<file path="src/design/wpm_pkg.sv">
// ----------------------------------------------------------------------------
// wpm_pkg - wildcard pattern matcher package
// Shared constants, register indexes and the cell-to-cell link type.
// ----------------------------------------------------------------------------
package wpm_pkg;

	localparam int PATTERN_MAX = 16;
	localparam int LEN_W       = $clog2(PATTERN_MAX + 1);
	localparam int CFG_W       = 64;
	localparam int LEN_FIELD_W = 5;
	localparam int CFG_IDX_W   = 2;

	localparam logic [7:0] STAR_CHAR = 8'h2A;
	localparam logic [7:0] ANY_CHAR  = 8'h3F;

	typedef enum logic [CFG_IDX_W-1:0] {
		REG_PATTERN_LOW  = 2'd0,
		REG_PATTERN_HIGH = 2'd1,
		REG_PATTERN_LEN  = 2'd2,
		REG_UNUSED       = 2'd3
	} cfg_reg_t;

	// per-beat control broadcast to every cell
	typedef struct packed {
		logic step;
		logic start;
	} cell_ctrl_t;

	// what one cell hands to the next one up
	typedef struct packed {
		logic base_bit;  // base column bit
		logic old_bit;   // column bit before this beat
		logic new_bit;   // column bit after this beat
	} link_t;

endpackage

</file>
<file path="src/design/wpm_if.sv">
// ----------------------------------------------------------------------------
// wpm_if - stream channels of the wildcard pattern matcher
// Valid/ready channels for text bytes in and match results out.
// ----------------------------------------------------------------------------
interface wpm_in_if;
	logic       valid;
	logic       ready;
	logic [7:0] text_char;
	logic       start_of_text;

	modport source (output valid, output text_char, output start_of_text, input ready);
	modport sink   (input valid, input text_char, input start_of_text, output ready);
endinterface

interface wpm_out_if;
	logic valid;
	logic ready;
	logic prefix_match;

	modport source (output valid, output prefix_match, input ready);
	modport sink   (input valid, input prefix_match, output ready);
endinterface

</file>
<file path="src/design/wpm_cell.sv">
// ----------------------------------------------------------------------------
// wpm_cell - one pattern position
// Holds one column bit and computes its next value from the neighbor below.
// ----------------------------------------------------------------------------
module wpm_cell (
	input  logic                clk,
	input  logic                arst_n,
	input  logic [7:0]          pattern_char,
	input  logic [7:0]          text_char,
	input  logic                enable,
	input  wpm_pkg::cell_ctrl_t ctrl,
	input  wpm_pkg::link_t      link_in,
	output wpm_pkg::link_t      link_out,
	output logic                col_bit
);
	import wpm_pkg::*;

	logic col_q;
	logic is_star;
	logic hit;
	logic old_bit;
	logic new_bit;
	logic base_bit;

	always_comb begin
		is_star  = (pattern_char == STAR_CHAR);
		hit      = (pattern_char == ANY_CHAR) || (pattern_char == text_char);
		base_bit = enable & is_star & link_in.base_bit;
		old_bit  = ctrl.start ? base_bit : col_q;
		if (!enable) begin
			new_bit = 1'b0;
		end else if (is_star) begin
			// star: empty run (ripple from below) or one more byte
			new_bit = link_in.new_bit | old_bit;
		end else begin
			new_bit = hit & link_in.old_bit;
		end
	end

	assign link_out = '{base_bit: base_bit, old_bit: old_bit, new_bit: new_bit};
	assign col_bit  = col_q;

	always_ff @(posedge clk or negedge arst_n) begin
		if (!arst_n) begin
			col_q <= 1'b0;
		end else if (ctrl.step) begin
			col_q <= new_bit;
		end
	end

endmodule

</file>
<file path="src/design/wpm_out_buf.sv">
// ----------------------------------------------------------------------------
// wpm_out_buf - result buffer
// Two-entry buffer so a new beat is taken while a result waits downstream.
// ----------------------------------------------------------------------------
module wpm_out_buf (
	input  logic             clk,
	input  logic             arst_n,
	input  logic             push,
	input  logic             din,
	output logic             full,
	wpm_out_if.source        out_ch
);
	logic [1:0] count_q;
	logic       head_q;
	logic       tail_q;
	logic       pop;
	logic [1:0] after_pop;

	assign pop       = out_ch.valid & out_ch.ready;
	assign after_pop = count_q - {1'b0, pop};
	assign full      = (count_q == 2'd2);

	assign out_ch.valid        = (count_q != 2'd0);
	assign out_ch.prefix_match = head_q;

	always_ff @(posedge clk or negedge arst_n) begin
		if (!arst_n) begin
			count_q <= 2'd0;
		end else begin
			count_q <= after_pop + {1'b0, push};
		end
	end

	always_ff @(posedge clk) begin
		if (pop && count_q == 2'd2) begin
			head_q <= tail_q;
		end
		if (push) begin
			if (after_pop == 2'd0) begin
				head_q <= din;
			end else begin
				tail_q <= din;
			end
		end
	end

endmodule

</file>
<file path="src/design/wildcard_pattern_matcher.sv">
// ----------------------------------------------------------------------------
// wildcard_pattern_matcher - streamed wildcard match ('?' and '*')
// A row of cells keeps one DP column; every text byte gives a match bit.
// ----------------------------------------------------------------------------
//  channel   dir  payload                      beat
//  text_in   in   text_char, start_of_text     one text byte
//  result    out  prefix_match                 one result per text byte
//  cfg       in   cfg_wr_en/cfg_index/cfg_wdata register write, no read-back
//
// One byte per cycle while text_in.ready is high; each result is registered
// in the result buffer. The star ripple through the cell row is the longest path.
// Reset clears the column, the registers and the result buffer.
// Two results can wait; text_in.ready drops only when both slots are full.
// ----------------------------------------------------------------------------
module wildcard_pattern_matcher (
	input  logic                           clk,
	input  logic                           arst_n,
	input  logic                           cfg_wr_en,
	input  logic [wpm_pkg::CFG_IDX_W-1:0]  cfg_index,
	input  logic [wpm_pkg::CFG_W-1:0]      cfg_wdata,
	wpm_in_if.sink                         text_in,
	wpm_out_if.source                      result
);
	import wpm_pkg::*;

	logic [CFG_W-1:0]       pat_low_q;
	logic [CFG_W-1:0]       pat_high_q;
	logic [LEN_FIELD_W-1:0] len_q;
	logic [LEN_W-1:0]       len_eff;
	logic [2*CFG_W-1:0]     pat_word;
	cell_ctrl_t             ctrl;
	link_t                  link [PATTERN_MAX+1];
	logic [PATTERN_MAX:0]   new_vec;
	logic [PATTERN_MAX:0]   col_vec;
	logic                   buf_full;
	logic                   in_fire;
	logic                   match_now;

	always_ff @(posedge clk or negedge arst_n) begin
		if (!arst_n) begin
			pat_low_q  <= '0;
			pat_high_q <= '0;
			len_q      <= '0;
		end else if (cfg_wr_en) begin
			unique case (cfg_reg_t'(cfg_index))
				REG_PATTERN_LOW:  pat_low_q  <= cfg_wdata;
				REG_PATTERN_HIGH: pat_high_q <= cfg_wdata;
				REG_PATTERN_LEN:  len_q      <= cfg_wdata[LEN_FIELD_W-1:0];
				default: ;
			endcase
		end
	end

	assign pat_word = {pat_high_q, pat_low_q};
	assign len_eff  = (len_q > LEN_FIELD_W'(PATTERN_MAX)) ? LEN_W'(PATTERN_MAX)
	                                                       : LEN_W'(len_q);

	assign text_in.ready = !buf_full;
	assign in_fire       = text_in.valid & text_in.ready;
	assign ctrl          = '{step: in_fire, start: text_in.start_of_text};

	// position zero: empty prefix, matches only the empty text
	assign link[0]    = '{base_bit: 1'b1, old_bit: text_in.start_of_text, new_bit: 1'b0};
	assign new_vec[0] = 1'b0;
	assign col_vec[0] = 1'b0;

	for (genvar i = 1; i <= PATTERN_MAX; i++) begin : g_cell
		wpm_cell u_cell (
			.clk          (clk),
			.arst_n       (arst_n),
			.pattern_char (pat_word[(i-1)*8 +: 8]),
			.text_char    (text_in.text_char),
			.enable       (LEN_W'(i) <= len_eff),
			.ctrl         (ctrl),
			.link_in      (link[i-1]),
			.link_out     (link[i]),
			.col_bit      (col_vec[i])
		);
		assign new_vec[i] = link[i].new_bit;
	end

	assign match_now = new_vec[len_eff];

	wpm_out_buf u_out_buf (
		.clk    (clk),
		.arst_n (arst_n),
		.push   (in_fire),
		.din    (match_now),
		.full   (buf_full),
		.out_ch (result)
	);

	a_empty_pattern: assert property (@(posedge clk) disable iff (!arst_n)
		(in_fire && len_eff == '0) |-> !match_now)
		else $error("match reported for empty pattern");

	a_col_above_len: assert property (@(posedge clk) disable iff (!arst_n)
		in_fire |=> ((col_vec >> ($past(len_eff) + 1'b1)) == '0))
		else $error("column bit set above pattern length");

	a_stall_only_full: assert property (@(posedge clk) disable iff (!arst_n)
		!text_in.ready |-> result.valid)
		else $error("input stalled with no result pending");

endmodule
</file>
<file path="src/flat_wrapper.sv">
// flat-port wrapper written by rule: the top's interface ports become plain ports
module wildcard_pattern_matcher_flat import wpm_pkg::*;
  (clk, arst_n, cfg_wr_en, cfg_index, cfg_wdata, text_in_valid, text_in_text_char, text_in_start_of_text, text_in_ready, result_valid, result_prefix_match, result_ready);
  wpm_in_if text_in_i ();
  wpm_out_if result_i ();
  input  logic clk;
  input  logic arst_n;
  input  logic cfg_wr_en;
  input  logic [wpm_pkg::CFG_IDX_W-1:0] cfg_index;
  input  logic [wpm_pkg::CFG_W-1:0] cfg_wdata;
  input wire logic [$bits(text_in_i.valid)-1:0] text_in_valid;
  input wire logic [$bits(text_in_i.text_char)-1:0] text_in_text_char;
  input wire logic [$bits(text_in_i.start_of_text)-1:0] text_in_start_of_text;
  output wire logic [$bits(text_in_i.ready)-1:0] text_in_ready;
  output wire logic [$bits(result_i.valid)-1:0] result_valid;
  output wire logic [$bits(result_i.prefix_match)-1:0] result_prefix_match;
  input wire logic [$bits(result_i.ready)-1:0] result_ready;
  assign text_in_i.valid = text_in_valid;
  assign text_in_i.text_char = text_in_text_char;
  assign text_in_i.start_of_text = text_in_start_of_text;
  assign text_in_ready = text_in_i.ready;
  assign result_valid = result_i.valid;
  assign result_prefix_match = result_i.prefix_match;
  assign result_i.ready = result_ready;
  wildcard_pattern_matcher u_core (.clk(clk), .arst_n(arst_n), .cfg_wr_en(cfg_wr_en), .cfg_index(cfg_index), .cfg_wdata(cfg_wdata), .text_in(text_in_i), .result(result_i));
endmodule
</file>
<file path="config.mk">
export PLATFORM = sky130hd
export DESIGN_NAME = wildcard_pattern_matcher_flat
export DESIGN_NICKNAME = d
export VERILOG_FILES = /design/src/design/wpm_pkg.sv /design/src/design/wpm_if.sv /design/src/design/wpm_cell.sv /design/src/design/wpm_out_buf.sv /design/src/design/wildcard_pattern_matcher.sv /design/src/flat_wrapper.sv
export SDC_FILE = /design/constraint.sdc
export NUM_CORES = 1
export LEC_CHECK = 0
export BUFFER_PORTS_ARGS = -buffer_cell sky130_fd_sc_hd__clkbuf_2
export CORE_MARGIN = 5
export CORE_UTILIZATION = 45
export DETAILED_ROUTE_END_ITERATION = 8
export GPL_TIMING_DRIVEN = 0
export PLACE_DENSITY = 0.66
export SLEW_MARGIN = 20
export SYNTH_ARGS = -nofsm -noshare
export SYNTH_HDL_FRONTEND = slang
export SYNTH_SLANG_ARGS = --single-unit
</file>
<file path="constraint.sdc">
create_clock -name clk -period 4 [get_ports clk]
set_input_delay 0.2 -clock clk [delete_from_list [all_inputs] [get_ports clk]]
set_output_delay 0.2 -clock clk [all_outputs]
set_load 0.005 [all_outputs]
</file>
==> results.py, run 1 <==
metrics = {
    "cts": {
        "clock_latency_ps": 430,
        "cts-resized-gates": 0,
        "cts.sinks": 153,
        "root_buffer": "clkbuf_16",
        "clk_pin_slew_ps": 60,
        "cts_buffer_depth": 2,
        "cts_hold_buf": 1,
        "cts_inserted_buffers": 17,
        "htreeDepth": 4,
        "cts_tree": "built",
        "postCtsSetupBuffers": 0,
    },
    "cells_and_area": {
        "diodes": 0,
        "fin_util": 0.517,
        "syn2layout_area_growth_pct": 14.1,
        "nNetsFinal": 1058,
        "seqCellArea_um2": 3830,
        "multiInputGateArea_um2": 5350,
        "finalNonFillerCells": 1263,
        "layout-drive-gt1-share": 0.305,
        "nFillCells": 1898,
        "fin_area_um2": 10800,
    },
    "synth": {
        "synth_nets": 963,
        "yosysUniqueCellTypes": 89,
        "synth_fa_ha_area_frac": 0.00265,
        "ys_warn_count": 0,
        "synth_cells": 881,
        "synth_top_family_by_area": "simple AND/OR/NAND/NOR gates",
        "synthFlopType": "dfrtp_1",
        "synth_compound_area_frac": 0.112,
        "synth_xor_area_frac": 0.121,
        "syn_area_um2": 9430,
        "async_flop_share": 0.987,
        "ys_ff_latch": 153,
        "yosysSeqAreaShare": 0.406,
        "synthSimpleGateAreaFrac": 0.170,
        "synthMuxAreaShare": 0.161,
        "synth.avg_cell_area_um2": 10.7,
        "synth_edf_count": 1,
    },
    "critical_path": {
        "r2r-end": "u_core.u_out_buf.tail_q",
        "max_stage_delay_ps": 460,
        "r2r_cells": 12,
        "r2r-start": "u_core.len_q[3]",
        "path_class": "register to register",
        "cp_data_arrival_time_ps": 3900,
        "worst-path-buf-inv": 1,
        "ff2ff_setup_slack_ps": 390,
        "crit_family": "simple AND/OR/NAND/NOR gates",
        "cp_slowest_cell": "nor4_1",
        "critPathMostFrequentCell": "o21ai_2",
        "cp.required_ps": 4290,
        "crit_chain": "buf_2, nor2_1, nor4_1, nor4b_4, nand4_1, a2bb2oi_1, o21ai_2, nand4b_1, a21boi_0, o41ai_2, o21ai_2, nand3_1",
        "crit_fanout": 10,
        "crit_path_start_kind": "register",
        "critPathCaptureType": "register",
    },
    "floorplan": {
        "pin_count": 83,
        "die_x_um": 155,
        "dieArea_um2": 23900,
        "die_y_um": 155,
        "core_um2": 20800,
        "num_rows": 53,
        "initial_core_util": 0.453,
    },
    "grt": {
        "antenna_found_initial": 0,
        "grt_util_all_layers": 0.220,
        "grt_pass1_vias": 7287,
        "grt_pass1_wl_um": 41300,
        "grt_overflow": 0,
        "grt_max_degree": 91,
    },
    "hold_path": {
        "hold_path_depth": 2,
        "worstHoldEndpoint": "u_core.pat_low_q[53]",
        "hold_path.class": "primary input to register",
        "min_from": "cfg_wdata[53]",
    },
    "timing": {
        "fin_crit_sh": 0.902,
        "fin_crit_ps": 3610,
        "max_freq_mhz": 277,
        "slew_violations": 0,
        "hold_viol": 0,
        "rsz0062_at_grt": "no",
        "setup_violations": 0,
        "hold_slack_ps": 18.3,
        "slew_headroom": 0.375,
        "clock_skew_ps": 8.42,
        "tns_ps": 0,
        "worstMarginPinSlew_ps": 938,
    },
    "routing": {
        "drt-pass1-iter-count": 6,
        "drtIter0Drc": 702,
        "ant_nets": 0,
        "vias_per_cell": 5.96,
        "drt-total-wl_um": 26000,
        "dr_total_vias": 7524,
        "routedWlPerCell_um": 20.6,
        "drcViolationCount": 0,
    },
    "pwr": {
        "vdd_drop_max_mv": 0.296,
        "leakagePower_nw": 4.27,
        "pwr_density_cell_nw_per_um2": 458,
    },
    "job": {
        "maxCapViolations": 0,
    },
    "place": {
        "io_buffers": 74,
        "placed_cell_area_um2": 10200,
        "gp_congestion": 0.921,
        "placed_cells": 1231,
        "hpwl_um": 19300,
    },
    "status": {
        "status": "finished, final reports clean",
    },
}
-- layer usage --
metal	up-vias	global-route usage	share of wire
met1	3781	0.315	0.46
met3	46	0.0411	0.061
li1	3443	-	-
met2	254	0.340	0.46
met4	0	0.0669	0.021
met5	-	0	0
-- report_power, final --
| group | switching (mW) | internal [mW] | leakage [nW] |
|---|---|---|---|
| registers | 0.323 | 1.83 | 1.84 |
| logic | 0.571 | 0.595 | 2.16 |
| clock network | 0.684 | 0.921 | 0.270 |
| total | 1.58 | 3.35 | 4.27 |
-- cells by family (layout without fill, tap and decap cells) --
group           Yosys count  after routing
compound gates          138            138
xor+xnor                130            130
fa+ha+maj                 2              2
buf+inv                  56            163
flops                   153            153
mux                     135            135
simple gates            267            267
-- flip-flops by register name, indices dropped and copies added (netlist names) --
name                                  flops
u_core.u_out_buf.tail_q                   1
u_core.pat_high_q                        64
u_core.g_cell.u_cell.col_bit             16
u_core.pat_low_q                         64
u_core.u_out_buf.out_ch.prefix_match      1
u_core.u_out_buf.count_q                  2
u_core.len_q                              5
-- stage by stage --
step / setup WS, ps / total power, mW
after detailed placement: 423 / 3.33
after global placement: 19.1 / 3.30
after global routing: 93.1 / 5.17
after CTS: 433 / 4.94
after floorplan: 930 / 2.96
final: 391 / 4.92
-- cells in the mapped netlist, types with 3 or more instances --
cell       instances  area [µm²]
buf_2             22         110
inv_1              9        33.8
a211oi_1           6        45.0
dfrtp_1          151        3780
xnor2_1           98         858
a31oi_1            4        25.0
nor3_2             3        30.0
and4bb_2           5        62.6
and2_1             3        18.8
o211a_1            3        30.0
or4_1              4        30.0
o21ai_0           26         130
nor3_1            14        70.1
o211ai_1           7        52.6
mux2_2           134        1510
and3_1            16         100
nand4b_1           5        43.8
nor2_1            43         161
or2_2              4        25.0
o21bai_1           4        30.0
o2111ai_1          3        26.3
nor4b_4            3        71.3
nor3b_1            4        30.0
a21o_1             9        67.6
nor4_1            15        93.8
nand3b_1           4        30.0
a21oi_1           21         105
o221ai_1           5        43.8
nor2b_1           10        62.6
or3_1             10        62.6
nand2_1           39         146
nand4_1           37         231
xor2_1            32         280
clkbuf_1          21        78.8
o31ai_1            5        37.5
nand3_1           27         135
a21boi_0           3        22.5
nand2b_1           7        43.8
-- final cells by class --
| cell class | count | area share |
|---|---|---|
| Timing Repair Buffer | 76 | 0.0387 |
| Multi-Input combinational cell | 672 | 0.497 |
| Inverter | 10 | 0.00349 |
| Sequential cell | 153 | 0.356 |
| Tap cell | 275 | 0.0320 |
| Buffer | 46 | 0.0200 |
| Clock buffer | 18 | 0.0399 |
| Clock inverter | 13 | 0.0134 |
-- worst max path at each step --
| stage | cells past startpoint | endpoint | start |
|---|---|---|---|
| 3_5_place_dp | 14 | u_core.u_out_buf.tail_q | text_in_start_of_text |
| 3_3_place_gp | 1 | u_core.pat_high_q[43] | arst_n |
| 5_1_grt | 12 | u_core.u_out_buf.out_ch.prefix_match | u_core.len_q[3] |
| 2_1_floorplan | 13 | u_core.u_out_buf.tail_q | u_core.len_q[4] |
| 6_report | 12 | u_core.u_out_buf.tail_q | u_core.len_q[3] |
| 4_1_cts | 11 | u_core.u_out_buf.out_ch.prefix_match | u_core.pat_low_q[56] |
-- worst register-to-register path: cells and delay by family (launching register included) --
kind / cells / cell delay (ps)
and+or+nand+nor: 6 / 1640
AOI/OAI and AO/OA: 5 / 1180
DFF: 1 / 420
buffers and inverters: 1 / 260
-- layout by cell type (no fill, tap or decap), drive strengths merged, types with 9 or more instances in the layout --
master,n
nand2,40
mux2,134
o21ai,30
nor2,43
and3,16
a21oi,22
clkbuf,113
nand4,38
nand3,28
buf,26
nor4,18
xnor2,98
inv,14
a21o,9
dfrtp,151
or3,10
xor2,32
nor2b,10
o211ai,9
nor3,17
Note: power is estimated with default switching activity, not from simulation.
==> run 2, diff against run 1 <==
- ABC_AREA: unset -> 1
- SLEW_MARGIN: 20 -> unset
==> run 2 against run 1 <==
Wire length is 7.4% higher. Total power is 2.8% lower. Via count is 14% higher. Design area is 3.0% lower. Worst hold slack worse by 7.9 ps. Flip-flop and latch count stayed put. Register-to-register slack worse by 110 ps. First-iteration DRC count is 1.0% higher. Maximum frequency is 3.0% lower. Die area is 3.3% lower. Highest routed layer unchanged.
==> results.py, run 2 <==
metrics = {
    "cells_and_area": {
        "layout-drive-gt1-share": 0.156,
        "multiInputGateArea_um2": 4520,
        "mostFrequentLayoutCells": "327 x nand2_1, 149 x dfrtp_1, 147 x o21ai_0",
        "diodes": 0,
        "mostFrequentLayoutCell": "nand2_1",
        "fin_util": 0.521,
        "syn2layout_area_growth_pct": 14.9,
        "fin_area_um2": 10400,
        "nFillCells": 1999,
        "seqCellArea_um2": 3830,
        "nNetsFinal": 1392,
    },
    "synth": {
        "yosysUniqueCellTypes": 59,
        "synth_area_leaders": "dfrtp_1 42%, nand2_1 14%, o21ai_0 8.1%",
        "synth_top_area_frac": 0.416,
        "synth_common_cells": "327 x nand2_1, 151 x dfrtp_1, 147 x o21ai_0, 136 x inv_1, 70 x xnor2_1",
        "ys_ff_latch": 153,
        "async_flop_share": 0.987,
        "ys_warn_count": 0,
        "synth_cells": 1212,
        "synth_edf_count": 1,
        "yosysSeqAreaShare": 0.421,
        "synthFlopType": "dfrtp_1",
        "yosys.area.top_type": "dfrtp_1",
        "syn_area_um2": 9090,
        "synth.avg_cell_area_um2": 7.50,
        "synth.most_common_cell": "nand2_1",
        "synth_nets": 1294,
    },
    "timing": {
        "slew_violations": 0,
        "slew_headroom": 0.350,
        "hold_slack_ps": 10.4,
        "setup_violations": 0,
        "fin_crit_ps": 3720,
        "clock_skew_ps": 7.76,
        "worstMarginPinSlew_ps": 974,
        "hold_viol": 0,
        "fin_crit_sh": 0.930,
        "max_freq_mhz": 269,
    },
    "grt": {
        "grt_max_degree": 112,
        "grt_overflow": 0,
        "grt_util_all_layers": 0.241,
        "grt_pass1_vias": 8331,
        "antenna_found_initial": 0,
        "grt_pass1_wl_um": 44600,
    },
    "place": {
        "placed_cell_area_um2": 9850,
        "gp_congestion": 0.965,
        "hpwl_um": 20200,
        "io_buffers": 76,
    },
    "floorplan": {
        "num_rows": 52,
        "core_um2": 20000,
        "pin_count": 83,
        "die_x_um": 152,
        "initial_core_util": 0.454,
        "dieArea_um2": 23100,
        "die_y_um": 152,
    },
    "critical_path": {
        "cp_slowest_cell": "dfrtp_1",
        "critPathCaptureType": "register",
        "path_class": "register to register",
        "crit_fanout": 8,
        "max_stage_delay_ps": 370,
        "cp_data_arrival_time_ps": 4110,
        "cp.required_ps": 4390,
        "crit_path_start_kind": "register",
        "critPathMostFrequentCell": "nand2_1",
    },
    "cts": {
        "cts.sinks": 153,
        "htreeDepth": 4,
        "cts_inserted_buffers": 17,
        "cts_tree": "built",
        "cts_buffer_depth": 2,
        "root_buffer": "clkbuf_16",
        "clk_pin_slew_ps": 70,
        "clock_latency_ps": 440,
    },
    "pwr": {
        "pwr_density_cell_nw_per_um2": 459,
        "vdd_drop_max_mv": 0.348,
        "power.total_mw": 4.79,
        "leakagePower_nw": 4.86,
    },
    "routing": {
        "wl_met2_um": 12700,
        "drcViolationCount": 0,
        "drtIter0Drc": 709,
        "dr_wl_met3_um": 1880,
        "top_layer": "met4",
        "routedWlPerCell_um": 17.5,
        "m1WireLength_um": 12400,
        "vias_per_cell": 5.39,
        "ant_nets": 0,
        "drt-total-wl_um": 28000,
        "dr_total_vias": 8583,
        "drt-pass1-iter-count": 5,
    },
    "hold_path": {
        "hold_path.class": "primary input to register",
    },
    "job": {
        "maxCapViolations": 0,
    },
    "status": {
        "status": "finished, final reports clean",
    },
}
run 2: cells by family (layout without fill, tap and decap cells):
group | after synthesis | after routing | share of synthesized area
compound gates | 206 | 206 | 0.124
xor+xnor | 73 | 73 | 0.0703
fa+ha+maj | 2 | 2 | 0.00275
buf+inv | 193 | 304 | 0.0831
flops | 153 | 153 | 0.421
mux | 1 | 1 | 0.00124
simple gates | 584 | 584 | 0.297
run 2: timing repair:
item	4_1_cts	5_1_grt
gates resized for setup	0	7
hold buffers	1	0
setup endpoints to repair	0	3
buffers inserted	0	1
endpoints found under the hold margin	40	0
run 2: critical path, delay by kind of cell (launching register included):
family	cells	cell delay (ps)
flops	1	370
buf+inv	4	360
simple gates	25	2950
run 2: stage by stage:
step	setup TNS [ps]	cells	setup slack (ps)
after floorplan	0	1212	892
after global placement	0	1558	20.4
after detailed placement	0	1559	270
after CTS	0	1592	247
after global routing	-3.05	1593	-3.05
final	0	1593	280
run 2: layer usage:
layer | vias to the layer above | GRT usage
li1 | 4138 | -
met4 | 0 | 0.0938
met2 | 316 | 0.378
met1 | 4060 | 0.335
met5 | - | 0
met3 | 69 | 0.0420
run 2: area by class of cell:
cell class                      count  share of cell area
Buffer                             51              0.0211
Clock buffer                       23              0.0448
Clock inverter                      9             0.00887
Inverter                          142              0.0513
Multi-Input combinational cell    866               0.433
Sequential cell                   153               0.367
Tap cell                          270              0.0324
Timing Repair Buffer               79              0.0416
run 2: power breakdown:
part	total, mW	internal (mW)	switching (mW)	leakage (nW)
combinational	1.10	0.453	0.648	2.69
sequential	2.13	1.82	0.304	1.91
clock	1.56	0.892	0.670	0.264
run 2: path summary, 6_finish.rpt:
kind / startpoint / endpoint / slack, ps / cells past startpoint
worst min-delay path: cfg_wdata[56] / u_core.pat_low_q[56] / 10 / 3
min in group asynchronous: arst_n / u_core.pat_high_q[5] / 250 / 2
worst min register to register: u_core.g_cell[14].u_cell.col_bit / u_core.g_cell[14].u_cell.col_bit / 490 / 2
worst max-delay path: u_core.len_q[4] / u_core.u_out_buf.out_ch.prefix_match / 280 / 29
max in group asynchronous: arst_n / u_core.pat_low_q[38] / 2860 / 3
worst max register to register: u_core.len_q[4] / u_core.u_out_buf.out_ch.prefix_match / 280 / 29
